===== config.mk =====
export PLATFORM = sky130hd
export DESIGN_NAME = sync_header_frame_parser_top_flat
export DESIGN_NICKNAME = d
export VERILOG_FILES = /design/src/shfp_pkg.sv /design/src/shfp_if.sv /design/src/shfp_queue.sv /design/src/shfp_front.sv /design/src/shfp_back.sv /design/src/sync_header_frame_parser_top.sv /design/src/flat_wrapper.sv
export SDC_FILE = /design/constraint.sdc
export NUM_CORES = 1
export LEC_CHECK = 0
export ABC_AREA = 1
export BUFFER_PORTS_ARGS = -buffer_cell sky130_fd_sc_hd__buf_2
export CAP_MARGIN = 20
export CORE_UTILIZATION = 32
export CTS_CLUSTER_SIZE = 8
export DETAILED_ROUTE_END_ITERATION = 7
export PLACE_DENSITY = 0.52
export REMOVE_ABC_BUFFERS = 1
export SLEW_MARGIN = 40
export SYNTH_ARGS = -nofsm -noshare
export SYNTH_HDL_FRONTEND = slang
export SYNTH_SLANG_ARGS = --single-unit
export TNS_END_PERCENT = 30

===== constraint.sdc =====
create_clock -name clk_i -period 4.9 [get_ports clk_i]
set_clock_uncertainty 0.05 [all_clocks]
set_input_delay 0.735 -clock clk_i [delete_from_list [all_inputs] [get_ports clk_i]]
set_output_delay 0.735 -clock clk_i [all_outputs]
set_load 0.01 [all_outputs]

===== src/shfp_pkg.sv =====
`timescale 1ns / 1ps

package shfp_pkg;

  localparam logic [7:0] SYNC_FIRST  = 8'hAA;
  localparam logic [7:0] SYNC_SECOND = 8'h55;

  localparam int WORD_COUNT_DEF = 12;

  // two payload banks, one per queue slot
  localparam int QUEUE_DEPTH = 2;
  localparam int BANK_W      = $clog2(QUEUE_DEPTH);

  typedef logic [BANK_W-1:0] bank_t;

  typedef struct packed {
    logic full;
    logic empty;
  } queue_stat_t;

endpackage


===== src/shfp_if.sv =====
`timescale 1ns / 1ps

interface shfp_in_if;
  logic       valid;
  logic       ready;
  logic [7:0] rx_byte;

  modport source (output valid, output rx_byte, input ready);
  modport sink   (input valid, input rx_byte, output ready);
endinterface

interface shfp_out_if;
  logic        valid;
  logic        ready;
  logic [3:0]  channel;
  logic [15:0] position;
  logic        last_word;

  modport source (output valid, output channel, output position, output last_word,
                  input ready);
  modport sink   (input valid, input channel, input position, input last_word,
                  output ready);
endinterface


===== src/shfp_queue.sv =====
`timescale 1ns / 1ps

module shfp_queue (
  input  logic                clk_i,
  input  logic                rst_ni,
  input  logic                push_i,
  input  shfp_pkg::bank_t     push_bank_i,
  input  logic                pop_i,
  output shfp_pkg::bank_t     head_bank_o,
  output shfp_pkg::queue_stat_t stat_o
);
  import shfp_pkg::*;

  localparam int CNT_W = $clog2(QUEUE_DEPTH + 1);
  localparam int PTR_W = (QUEUE_DEPTH > 1) ? $clog2(QUEUE_DEPTH) : 1;

  bank_t            ent_q [QUEUE_DEPTH];
  logic [PTR_W-1:0] wr_ptr_q, rd_ptr_q;
  logic [CNT_W-1:0] cnt_q, cnt_d;

  always_comb begin
    cnt_d = cnt_q;
    if (push_i && !pop_i) begin
      cnt_d = cnt_q + CNT_W'(1);
    end else if (pop_i && !push_i) begin
      cnt_d = cnt_q - CNT_W'(1);
    end
  end

  always_ff @(posedge clk_i or negedge rst_ni) begin
    if (!rst_ni) begin
      wr_ptr_q <= '0;
      rd_ptr_q <= '0;
      cnt_q    <= '0;
    end else begin
      cnt_q <= cnt_d;
      if (push_i) begin
        wr_ptr_q <= (wr_ptr_q == PTR_W'(QUEUE_DEPTH - 1)) ? '0 : wr_ptr_q + PTR_W'(1);
      end
      if (pop_i) begin
        rd_ptr_q <= (rd_ptr_q == PTR_W'(QUEUE_DEPTH - 1)) ? '0 : rd_ptr_q + PTR_W'(1);
      end
    end
  end

  always_ff @(posedge clk_i) begin
    if (push_i) begin
      ent_q[wr_ptr_q] <= push_bank_i;
    end
  end

  assign head_bank_o  = ent_q[rd_ptr_q];
  assign stat_o.full  = (cnt_q == CNT_W'(QUEUE_DEPTH));
  assign stat_o.empty = (cnt_q == '0);

endmodule


===== src/shfp_front.sv =====
`timescale 1ns / 1ps

module shfp_front #(
  parameter int WORD_COUNT = shfp_pkg::WORD_COUNT_DEF,
  parameter int WIDX       = (WORD_COUNT > 1) ? $clog2(WORD_COUNT) : 1,
  parameter int AW         = shfp_pkg::BANK_W + WIDX
) (
  input  logic                  clk_i,
  input  logic                  rst_ni,
  shfp_in_if.sink               in_i,
  input  shfp_pkg::queue_stat_t q_stat_i,
  output logic                  push_o,
  output shfp_pkg::bank_t       push_bank_o,
  output logic                  wr_en_o,
  output logic [AW-1:0]         wr_addr_o,
  output logic [15:0]           wr_data_o
);
  import shfp_pkg::*;

  localparam int CW = $clog2(2 * WORD_COUNT + 1);

  typedef enum logic [3:0] {
    PH_HUNT1 = 4'b0001,
    PH_HUNT2 = 4'b0010,
    PH_DATA  = 4'b0100,
    PH_CHECK = 4'b1000
  } phase_e;

  phase_e        phase_q, phase_d;
  logic [CW-1:0] cnt_q, cnt_d;
  logic [7:0]    sum_q, sum_d;
  logic [7:0]    lo_q;
  bank_t         wr_bank_q, wr_bank_d;
  logic          acc;
  logic [7:0]    b;

  // payload must wait while both banks hold frames not yet drained
  assign in_i.ready = !((phase_q == PH_DATA) && q_stat_i.full);
  assign acc        = in_i.valid && in_i.ready;
  assign b          = in_i.rx_byte;

  always_comb begin
    phase_d   = phase_q;
    cnt_d     = cnt_q;
    sum_d     = sum_q;
    wr_bank_d = wr_bank_q;
    push_o    = 1'b0;
    wr_en_o   = 1'b0;
    if (acc) begin
      unique case (phase_q)
        PH_HUNT1: begin
          if (b == SYNC_FIRST) phase_d = PH_HUNT2;
        end
        PH_HUNT2: begin
          if (b == SYNC_SECOND) begin
            phase_d = PH_DATA;
            cnt_d   = '0;
            sum_d   = '0;
          end else begin
            phase_d = PH_HUNT1;
          end
        end
        PH_DATA: begin
          wr_en_o = cnt_q[0];
          cnt_d   = cnt_q + CW'(1);
          sum_d   = sum_q + b;
          if (cnt_q == CW'(2 * WORD_COUNT - 1)) phase_d = PH_CHECK;
        end
        PH_CHECK: begin
          if (b == sum_q) begin
            push_o    = 1'b1;
            wr_bank_d = wr_bank_q + BANK_W'(1);
          end
          phase_d = PH_HUNT1;
        end
        default: phase_d = PH_HUNT1;
      endcase
    end
  end

  assign push_bank_o = wr_bank_q;
  assign wr_addr_o   = {wr_bank_q, WIDX'(cnt_q >> 1)};
  assign wr_data_o   = {b, lo_q};

  always_ff @(posedge clk_i or negedge rst_ni) begin
    if (!rst_ni) begin
      phase_q   <= PH_HUNT1;
      cnt_q     <= '0;
      sum_q     <= '0;
      wr_bank_q <= '0;
    end else begin
      phase_q   <= phase_d;
      cnt_q     <= cnt_d;
      sum_q     <= sum_d;
      wr_bank_q <= wr_bank_d;
    end
  end

  // low byte of a word waits here until its high byte arrives
  always_ff @(posedge clk_i) begin
    if (acc && (phase_q == PH_DATA) && !cnt_q[0]) begin
      lo_q <= b;
    end
  end

endmodule


===== src/shfp_back.sv =====
`timescale 1ns / 1ps

module shfp_back #(
  parameter int WORD_COUNT = shfp_pkg::WORD_COUNT_DEF,
  parameter int WIDX       = (WORD_COUNT > 1) ? $clog2(WORD_COUNT) : 1,
  parameter int AW         = shfp_pkg::BANK_W + WIDX
) (
  input  logic                  clk_i,
  input  logic                  rst_ni,
  input  logic                  wr_en_i,
  input  logic [AW-1:0]         wr_addr_i,
  input  logic [15:0]           wr_data_i,
  input  shfp_pkg::queue_stat_t q_stat_i,
  input  shfp_pkg::bank_t       head_bank_i,
  output logic                  pop_o,
  shfp_out_if.source            out_o
);
  import shfp_pkg::*;

  typedef enum logic [2:0] {
    ST_IDLE  = 3'b001,
    ST_FETCH = 3'b010,
    ST_SHOW  = 3'b100
  } state_e;

  state_e          state_q, state_d;
  logic [WIDX-1:0] idx_q, idx_d;
  logic [15:0]     mem_q [2**AW];
  logic [15:0]     rd_q;
  logic            last;

  assign last = (idx_q == WIDX'(WORD_COUNT - 1));

  always_comb begin
    state_d = state_q;
    idx_d   = idx_q;
    pop_o   = 1'b0;
    unique case (state_q)
      ST_IDLE: begin
        if (!q_stat_i.empty) begin
          idx_d   = '0;
          state_d = ST_FETCH;
        end
      end
      ST_FETCH: state_d = ST_SHOW;
      ST_SHOW: begin
        if (out_o.ready) begin
          if (last) begin
            pop_o   = 1'b1;
            state_d = ST_IDLE;
          end else begin
            idx_d   = idx_q + WIDX'(1);
            state_d = ST_FETCH;
          end
        end
      end
      default: state_d = ST_IDLE;
    endcase
  end

  always_ff @(posedge clk_i or negedge rst_ni) begin
    if (!rst_ni) begin
      state_q <= ST_IDLE;
      idx_q   <= '0;
    end else begin
      state_q <= state_d;
      idx_q   <= idx_d;
    end
  end

  // bank at the queue head stays put until its last word is taken
  always_ff @(posedge clk_i) begin
    if (wr_en_i) begin
      mem_q[wr_addr_i] <= wr_data_i;
    end
    rd_q <= mem_q[{head_bank_i, idx_q}];
  end

  assign out_o.valid     = (state_q == ST_SHOW);
  assign out_o.channel   = 4'(idx_q);
  assign out_o.position  = rd_q;
  assign out_o.last_word = last;

endmodule


===== src/sync_header_frame_parser_top.sv =====
`timescale 1ns / 1ps

// Frame parser for a byte stream: hunts for the sync pair AA 55, stores
// 2*WORD_COUNT payload bytes, checks the following byte against their 8-bit
// wrapping sum and, on a match, emits WORD_COUNT words (low byte first) with
// their index, the final one flagged by last_word. Bytes are taken one per
// cycle; the input stalls only on a payload byte while two checked frames
// are still waiting to be drained, since the payload lives in two banks of
// one write / one read memory, one bank per slot of the frame queue. Each
// word passes through a FETCH state (registered memory read) and a SHOW
// state (word offered to the sink, held while the sink holds off); after
// the last word the output side returns to IDLE before the next frame.
module sync_header_frame_parser_top #(
  parameter int WORD_COUNT = shfp_pkg::WORD_COUNT_DEF
) (
  input  logic       clk_i,
  input  logic       rst_ni,
  shfp_in_if.sink    in_i,
  shfp_out_if.source out_o
);
  import shfp_pkg::*;

  localparam int WIDX = (WORD_COUNT > 1) ? $clog2(WORD_COUNT) : 1;
  localparam int AW   = BANK_W + WIDX;

  queue_stat_t   q_stat;
  logic          push, pop;
  bank_t         push_bank, head_bank;
  logic          wr_en;
  logic [AW-1:0] wr_addr;
  logic [15:0]   wr_data;

  shfp_front #(
    .WORD_COUNT (WORD_COUNT),
    .WIDX       (WIDX),
    .AW         (AW)
  ) u_front (
    .clk_i       (clk_i),
    .rst_ni      (rst_ni),
    .in_i        (in_i),
    .q_stat_i    (q_stat),
    .push_o      (push),
    .push_bank_o (push_bank),
    .wr_en_o     (wr_en),
    .wr_addr_o   (wr_addr),
    .wr_data_o   (wr_data)
  );

  shfp_queue u_queue (
    .clk_i       (clk_i),
    .rst_ni      (rst_ni),
    .push_i      (push),
    .push_bank_i (push_bank),
    .pop_i       (pop),
    .head_bank_o (head_bank),
    .stat_o      (q_stat)
  );

  shfp_back #(
    .WORD_COUNT (WORD_COUNT),
    .WIDX       (WIDX),
    .AW         (AW)
  ) u_back (
    .clk_i       (clk_i),
    .rst_ni      (rst_ni),
    .wr_en_i     (wr_en),
    .wr_addr_i   (wr_addr),
    .wr_data_i   (wr_data),
    .q_stat_i    (q_stat),
    .head_bank_i (head_bank),
    .pop_o       (pop),
    .out_o       (out_o)
  );

endmodule


===== src/flat_wrapper.sv =====
// flat-port wrapper written by rule: the top's interface ports become plain ports
module sync_header_frame_parser_top_flat import shfp_pkg::*;
#(
  parameter int WORD_COUNT = shfp_pkg::WORD_COUNT_DEF
)
  (clk_i, rst_ni, in_i_valid, in_i_rx_byte, in_i_ready, out_o_valid, out_o_channel, out_o_position, out_o_last_word, out_o_ready);
  shfp_in_if in_i_i ();
  shfp_out_if out_o_i ();
  input  logic clk_i;
  input  logic rst_ni;
  input wire logic [$bits(in_i_i.valid)-1:0] in_i_valid;
  input wire logic [$bits(in_i_i.rx_byte)-1:0] in_i_rx_byte;
  output wire logic [$bits(in_i_i.ready)-1:0] in_i_ready;
  output wire logic [$bits(out_o_i.valid)-1:0] out_o_valid;
  output wire logic [$bits(out_o_i.channel)-1:0] out_o_channel;
  output wire logic [$bits(out_o_i.position)-1:0] out_o_position;
  output wire logic [$bits(out_o_i.last_word)-1:0] out_o_last_word;
  input wire logic [$bits(out_o_i.ready)-1:0] out_o_ready;
  assign in_i_i.valid = in_i_valid;
  assign in_i_i.rx_byte = in_i_rx_byte;
  assign in_i_ready = in_i_i.ready;
  assign out_o_valid = out_o_i.valid;
  assign out_o_channel = out_o_i.channel;
  assign out_o_position = out_o_i.position;
  assign out_o_last_word = out_o_i.last_word;
  assign out_o_i.ready = out_o_ready;
  sync_header_frame_parser_top #(.WORD_COUNT(WORD_COUNT)) u_core (.clk_i(clk_i), .rst_ni(rst_ni), .in_i(in_i_i), .out_o(out_o_i));
endmodule

Word level (Yosys, flattened, before mapping) --
Memory sizes are Yosys's and may differ from the RTL's. A register that Yosys moved wholly into a read port is not among the register bits. Cells that the tools add are included.
Storage, ports and cells: bits in registers 37, memory bits (writable) 514, input port bits 12, output and inout bits 23, word-level logic and storage cells 90, memories kept 2
Memories:
- u_core.u_back.mem_q | words 32, bits a word 16, rd ports 1, clocked after memory_dff 1, wr ports 1, RTL line shfp_back.sv:28 | logic [15:0] mem_q [2**AW];
- u_core.u_queue.ent_q | words 2, bits a word 1, rd ports 1, clocked after memory_dff 0, wr ports 1, RTL line shfp_queue.sv:17 | bank_t ent_q [QUEUE_DEPTH];
Operators by class: add/subtract/negate cells 8, eq/ne operators 19, mux-type cells 32, reduce and logical (&&, ||, !) cells 19
Operator list (number):
- $mux 4 | 5
- $pmux 8 s2 | 1
- $mux 1 | 14
- $pmux 4 s3 | 1
- $pmux 5 s2 | 1
- $mux 3 | 3
- $pmux 3 s3 | 1
- $reduce_and 3->1 | 3
- $add 8x8->8 | 1
- $eq 4x4->1 const B | 2
- $eq 8x7->1 const B | 1
- $eq 8x8->1 | 1
- $eq 8x8->1 const B | 1
- $mux 8 | 1
- $ne 2x2->1 const B | 4
- $pmux 4 s2 | 1
- $logic_and 1x1->1 | 6
- $mux 2 | 3
- $reduce_bool 2->1 | 3
- $add 5x1->5 const B | 1
- $eq 5x5->1 const B | 1
- $mux 5 | 1
- $add 4x1->4 const B | 1
- $eq 4x1->1 const B | 1
- other kinds (14) | 20

Longest topological paths before layout --
depth in word-level cells 9, depth in mapped cells 12, depth with buffers taken out 11

By module --
From an unflattened synthesis, not the netlist that was laid out.
Second synthesis, totals: cells, all modules 2477, area, all modules 24917.6 um^2
Modules (own cells, without submodules):
- shfp_back | instances 1, cells an instance 2211, area an instance 22878.2 um^2, sequential area each 15871.5 um^2
- shfp_front | instances 1, cells an instance 238, area an instance 1759.2 um^2, sequential area each 691.9 um^2
- shfp_queue | instances 1, cells an instance 28, area an instance 280.3 um^2, sequential area each 160.2 um^2

Least setup slack after synthesis --
No wires, ideal clock.
path kind input port to flip-flop, start point input port in_i_valid, end point memory u_core.u_back.mem_q[10][0], enable pin, arrival 2.258 ns, data required time 4.441 ns, slack 2.183 ns, stages on the path 5, path buffers 1, path through nand3_2 > clkinv_2 > nand2_4 > buf_6 > nor3_1
Between the ends: cells in the longest elaborated chain, start to end 4
RTL lines:
- from (decl) | RTL line flat_wrapper.sv:11 | input wire logic [$bits(in_i_i.valid)-1:0] in_i_valid;
- $logic_and 1x1->1 | RTL line shfp_front.sv:39 | assign acc = in_i.valid && in_i.ready;
- $mux 1 | RTL line shfp_front.sv:49 | if (acc) begin
- $mux 1 | RTL line shfp_back.sv:73 | if (wr_en_i) begin
- $mux 1 (implied by the code) | RTL line shfp_back.sv:74 | mem_q[wr_addr_i] <= wr_data_i;
- to (decl) | RTL line shfp_back.sv:28
No other way between the ends.

Worst setup path in the final report --
start point register u_core.u_back.idx_q[2], in the netlist u_core.u_back.out_o.channel[2], end point output port out_o_last_word
Between the ends: cells in the longest elaborated chain, start to end 1
RTL lines:
- from (decl) | RTL line shfp_back.sv:27 | logic [WIDX-1:0] idx_q, idx_d;
- from (signal assigned) | RTL line shfp_back.sv:67 | idx_q <= idx_d;
- $eq 4x4->1 | RTL line shfp_back.sv:32 | assign last = (idx_q == WIDX'(WORD_COUNT - 1));
- to (decl) | RTL line flat_wrapper.sv:17 | output wire logic [$bits(out_o_i.last_word)-1:0] out_o_last_word;
No other way between the ends.

==> impl_metrics.env <==
export IMPL_cts_resized=0
export IMPL_grt_pass1_wl_um=98320
export IMPL_dieArea_mm2=0.07408
export IMPL_slew_viol_final=0
export IMPL_antenna_cells=0
export IMPL_switching_share_pct=25.70
export IMPL_layout_drive_gt1_share_pct=10.78
export IMPL_clock_latency_ns=0.61
export IMPL_start_util_pct=32.51
export IMPL_hold_viol=0
export IMPL_pwr_share_clk_pct=43.2
export IMPL_combPwrFrac_pct=11.0
export IMPL_crit_chain="inv_2 -> nand3_1 -> inv_1 -> buf_2"
export IMPL_cts_root_buffer="clkbuf_16"
export IMPL_cts_hold_buf=0
export IMPL_slew_headroom_pct=41.42
export IMPL_fp_dieW_um=272.2
export IMPL_slowest_stage="dfrtp_4"
export IMPL_mostFrequentLayoutCells="nand2_1 (801), edfxtp_1 (522), nand3_1 (419)"
export IMPL_fin_crit_ns=3.161
export IMPL_crit_arrival_ns=2.38
export IMPL_syn_avg_cell_area_um2=11.36
export IMPL_place_congestion=0.7985
export IMPL_clk_path_buf_depth=3
export IMPL_overflow=0
export IMPL_worst_pin_slew_ns=0.8777
export IMPL_slowest_delay_ns=0.70
export IMPL_mostFrequentLayoutCell="nand2_1"
export IMPL_place_hpwl_um=34060
export IMPL_core_mm2=0.07185
export IMPL_layout_nets=2136
export IMPL_rows=98
export IMPL_path_clk_slew_ns=0.06
export IMPL_leakage_nw=10.03
export IMPL_synth_ff_type="edfxtp_1"
export IMPL_die_height_um=272.2
export IMPL_crit_family="buffers and inverters"
export IMPL_cp_end_kind="output pin"
export IMPL_grt_max_degree=173
export IMPL_drt_pass1_iter_count=5
export IMPL_crit_type="reg -> out"
export IMPL_worstPathRequired_ns=4.12
export IMPL_powerDensity_mw_per_mm2=437.0
export IMPL_antenna_found_initial=2
export IMPL_syn2layout_area_growth_pct=15.97
export IMPL_drcViolationCount=0
export IMPL_post_cts_buffers=0
export IMPL_tritoncts="done"
export IMPL_grt_usage_pct=17.83
export IMPL_whs_ns=0.1161
export IMPL_seq_power_share_pct=45.8
export IMPL_cap_violations=0
export IMPL_ir_drop_mv=0.2111
export IMPL_grt_pass1_vias=15367
export IMPL_path_max_fanout=33
export IMPL_drt_iter0_drc=1396
export IMPL_numPortBuffers=34
export IMPL_viasPerCell=4.951
export IMPL_status="completed"
export IMPL_worst_slack_ns=1.739
export IMPL_synth_warnings=0
export IMPL_p_int_w=0.008796
export IMPL_avgRoutedWirePerCell_um=21.01
export IMPL_yosysSeqAreaShare_pct=71.59
export IMPL_ant_nets=0
export IMPL_worstSetupStartpointType="flip-flop"
export IMPL_ys_seq_elements=567
export IMPL_async_flop_share_pct=5.115
export IMPL_via_count=15497
export IMPL_p_sw_w=0.003043
export IMPL_num_io_pins=35
export IMPL_synth_distinct_cells=35
export IMPL_cp_num_buf_inv=3
export IMPL_dpl_worst_slack_ns=1.686
export IMPL_netlist_instances=2056
export IMPL_htreeDepth=3
export IMPL_clock_fmax_mhz=316.3
export IMPL_drt_wl_total_um=65750
export IMPL_grt_setup_unrepaired="false"
export IMPL_fillers=7042
export IMPL_hp_class="in -> async"
export IMPL_period_share_pct=64.52
export IMPL_reg2reg_slack_ns=2.12
export IMPL_numCtsBuffers=80
export IMPL_cts_sink_count=567
export IMPL_post_synth_instance_area_mm2=0.02336
export IMPL_synth_edf_count=522
export IMPL_setup_violations=0
flip-flops by register name (all words and copies together), names as in the netlist:
name                          count
u_core.u_front.sum_q              8
u_core.u_front.phase_q            4
u_core.u_queue.ent_q              2
u_core.u_back.out_o.position     16
u_core.u_queue.rd_ptr_q           1
u_core.u_front.lo_q               8
u_core.u_front.push_bank_o        1
u_core.u_back.out_o.channel       4
u_core.u_front.cnt_q              5
u_core.u_back.state_q             3
u_core.u_back.mem_q             512
u_core.u_queue.wr_ptr_q           1
u_core.u_queue.cnt_q              2
synth_stat cells, types with 2 or more instances:
cell / count / area (µm²)
a21oi_1: 8 / 40.04
buf_1: 6 / 22.52
buf_2: 61 / 305.3
buf_4: 31 / 232.7
buf_6: 4 / 45.04
clkbuf_1: 13 / 48.80
clkinv_2: 2 / 10.01
dfrtp_1: 27 / 675.7
dfstp_2: 2 / 52.55
dfxtp_1: 16 / 320.3
edfxtp_1: 522 / 15680
ha_1: 10 / 125.1
inv_1: 38 / 142.6
nand2_1: 801 / 3007
nand3_1: 419 / 2097
nand4_1: 2 / 12.51
nor2_1: 22 / 82.58
nor3_1: 36 / 180.2
nor3_2: 2 / 20.02
o21ai_0: 7 / 35.03
o21ai_2: 2 / 17.52
or2_2: 6 / 37.54
xnor2_1: 2 / 17.52
xor2_1: 6 / 52.55
stage by stage:
step                      TNS [ns]  area (µm²)  total power [W]  instances  utilization, %
final                            0       27090          0.01184       3130           37.70
after global routing             0       27090          0.01230       3130           37.70
after CTS                        0       27060          0.01196       3129           37.66
after detailed placement         0       24750         0.006816       2980           34.44
after global placement           0       24620         0.006796       2971           34.27
after floorplan             -51.11       22700         0.006383       1941               -
layout make-up:
cell class / instances / area [µm²] / share of cell area, %
Timing Repair Buffer: 90 / 705.7 / 2.605
Clock inverter: 7 / 80.08 / 0.2956
Multi-Input combinational cell: 1332 / 5968 / 22.03
Tap cell: 950 / 1189 / 4.388
Sequential cell: 567 / 16740 / 61.78
Inverter: 42 / 175.2 / 0.6467
Clock buffer: 142 / 2235 / 8.249
worst paths after layout:
path	end	start	cells after the start
min	u_core.u_front.phase_q[3]	rst_ni	1
min in group clk_i	u_core.u_back.state_q[2]	out_o_ready	3
max	out_o_last_word	u_core.u_back.out_o.channel[2]	4
min reg2reg	u_core.u_queue.wr_ptr_q	u_core.u_queue.wr_ptr_q	2
max in group asynchronous	u_core.u_back.out_o.channel[1]	rst_ni	1
max reg2reg	u_core.u_queue.cnt_q[1]	u_core.u_back.out_o.channel[2]	8
power groups by stage:
stage,Combinational (W),Clock [W],Sequential (W)
floorplan,0.000791,0,0.00559
global placement,0.00128,0,0.00551
detailed placement,0.00130,0,0.00551
CTS,0.00131,0.00523,0.00542
global route,0.00147,0.00541,0.00542
finish,0.00130,0.00512,0.00542
cells by family after synthesis:
group | Yosys count | share of synthesized area [%]
adders and majority gates | 11 | 0.6214
and+or+nand+nor | 1293 | 23.49
DFF | 567 | 71.59
xor gates and xnor gates | 8 | 0.3000
buffers and inverters | 157 | 3.498
AOI/OAI and AO/OA | 20 | 0.4928
worst reg2reg max path, stage by stage (launching register included):
cell and delay (ns):
dfrtp_4 0.70, inv_2 0.61, nand3_1 0.24, nor2_1 0.20
nand2_1 0.13, ha_1 0.34, a21oi_1 0.13, o21ai_0 0.11
xor2_1 0.15
routing by layer:
layer / track usage, % / up-vias / wire, µm
li1: - / 7245 / -
met1: 24.72 / 7580 / 29640
met2: 28.36 / 545 / 30100
met3: 2.918 / 125 / 3983
met4: 6.017 / 2 / 2014
met5: 0 / - / 13
(Power assumes the default switching activity.)
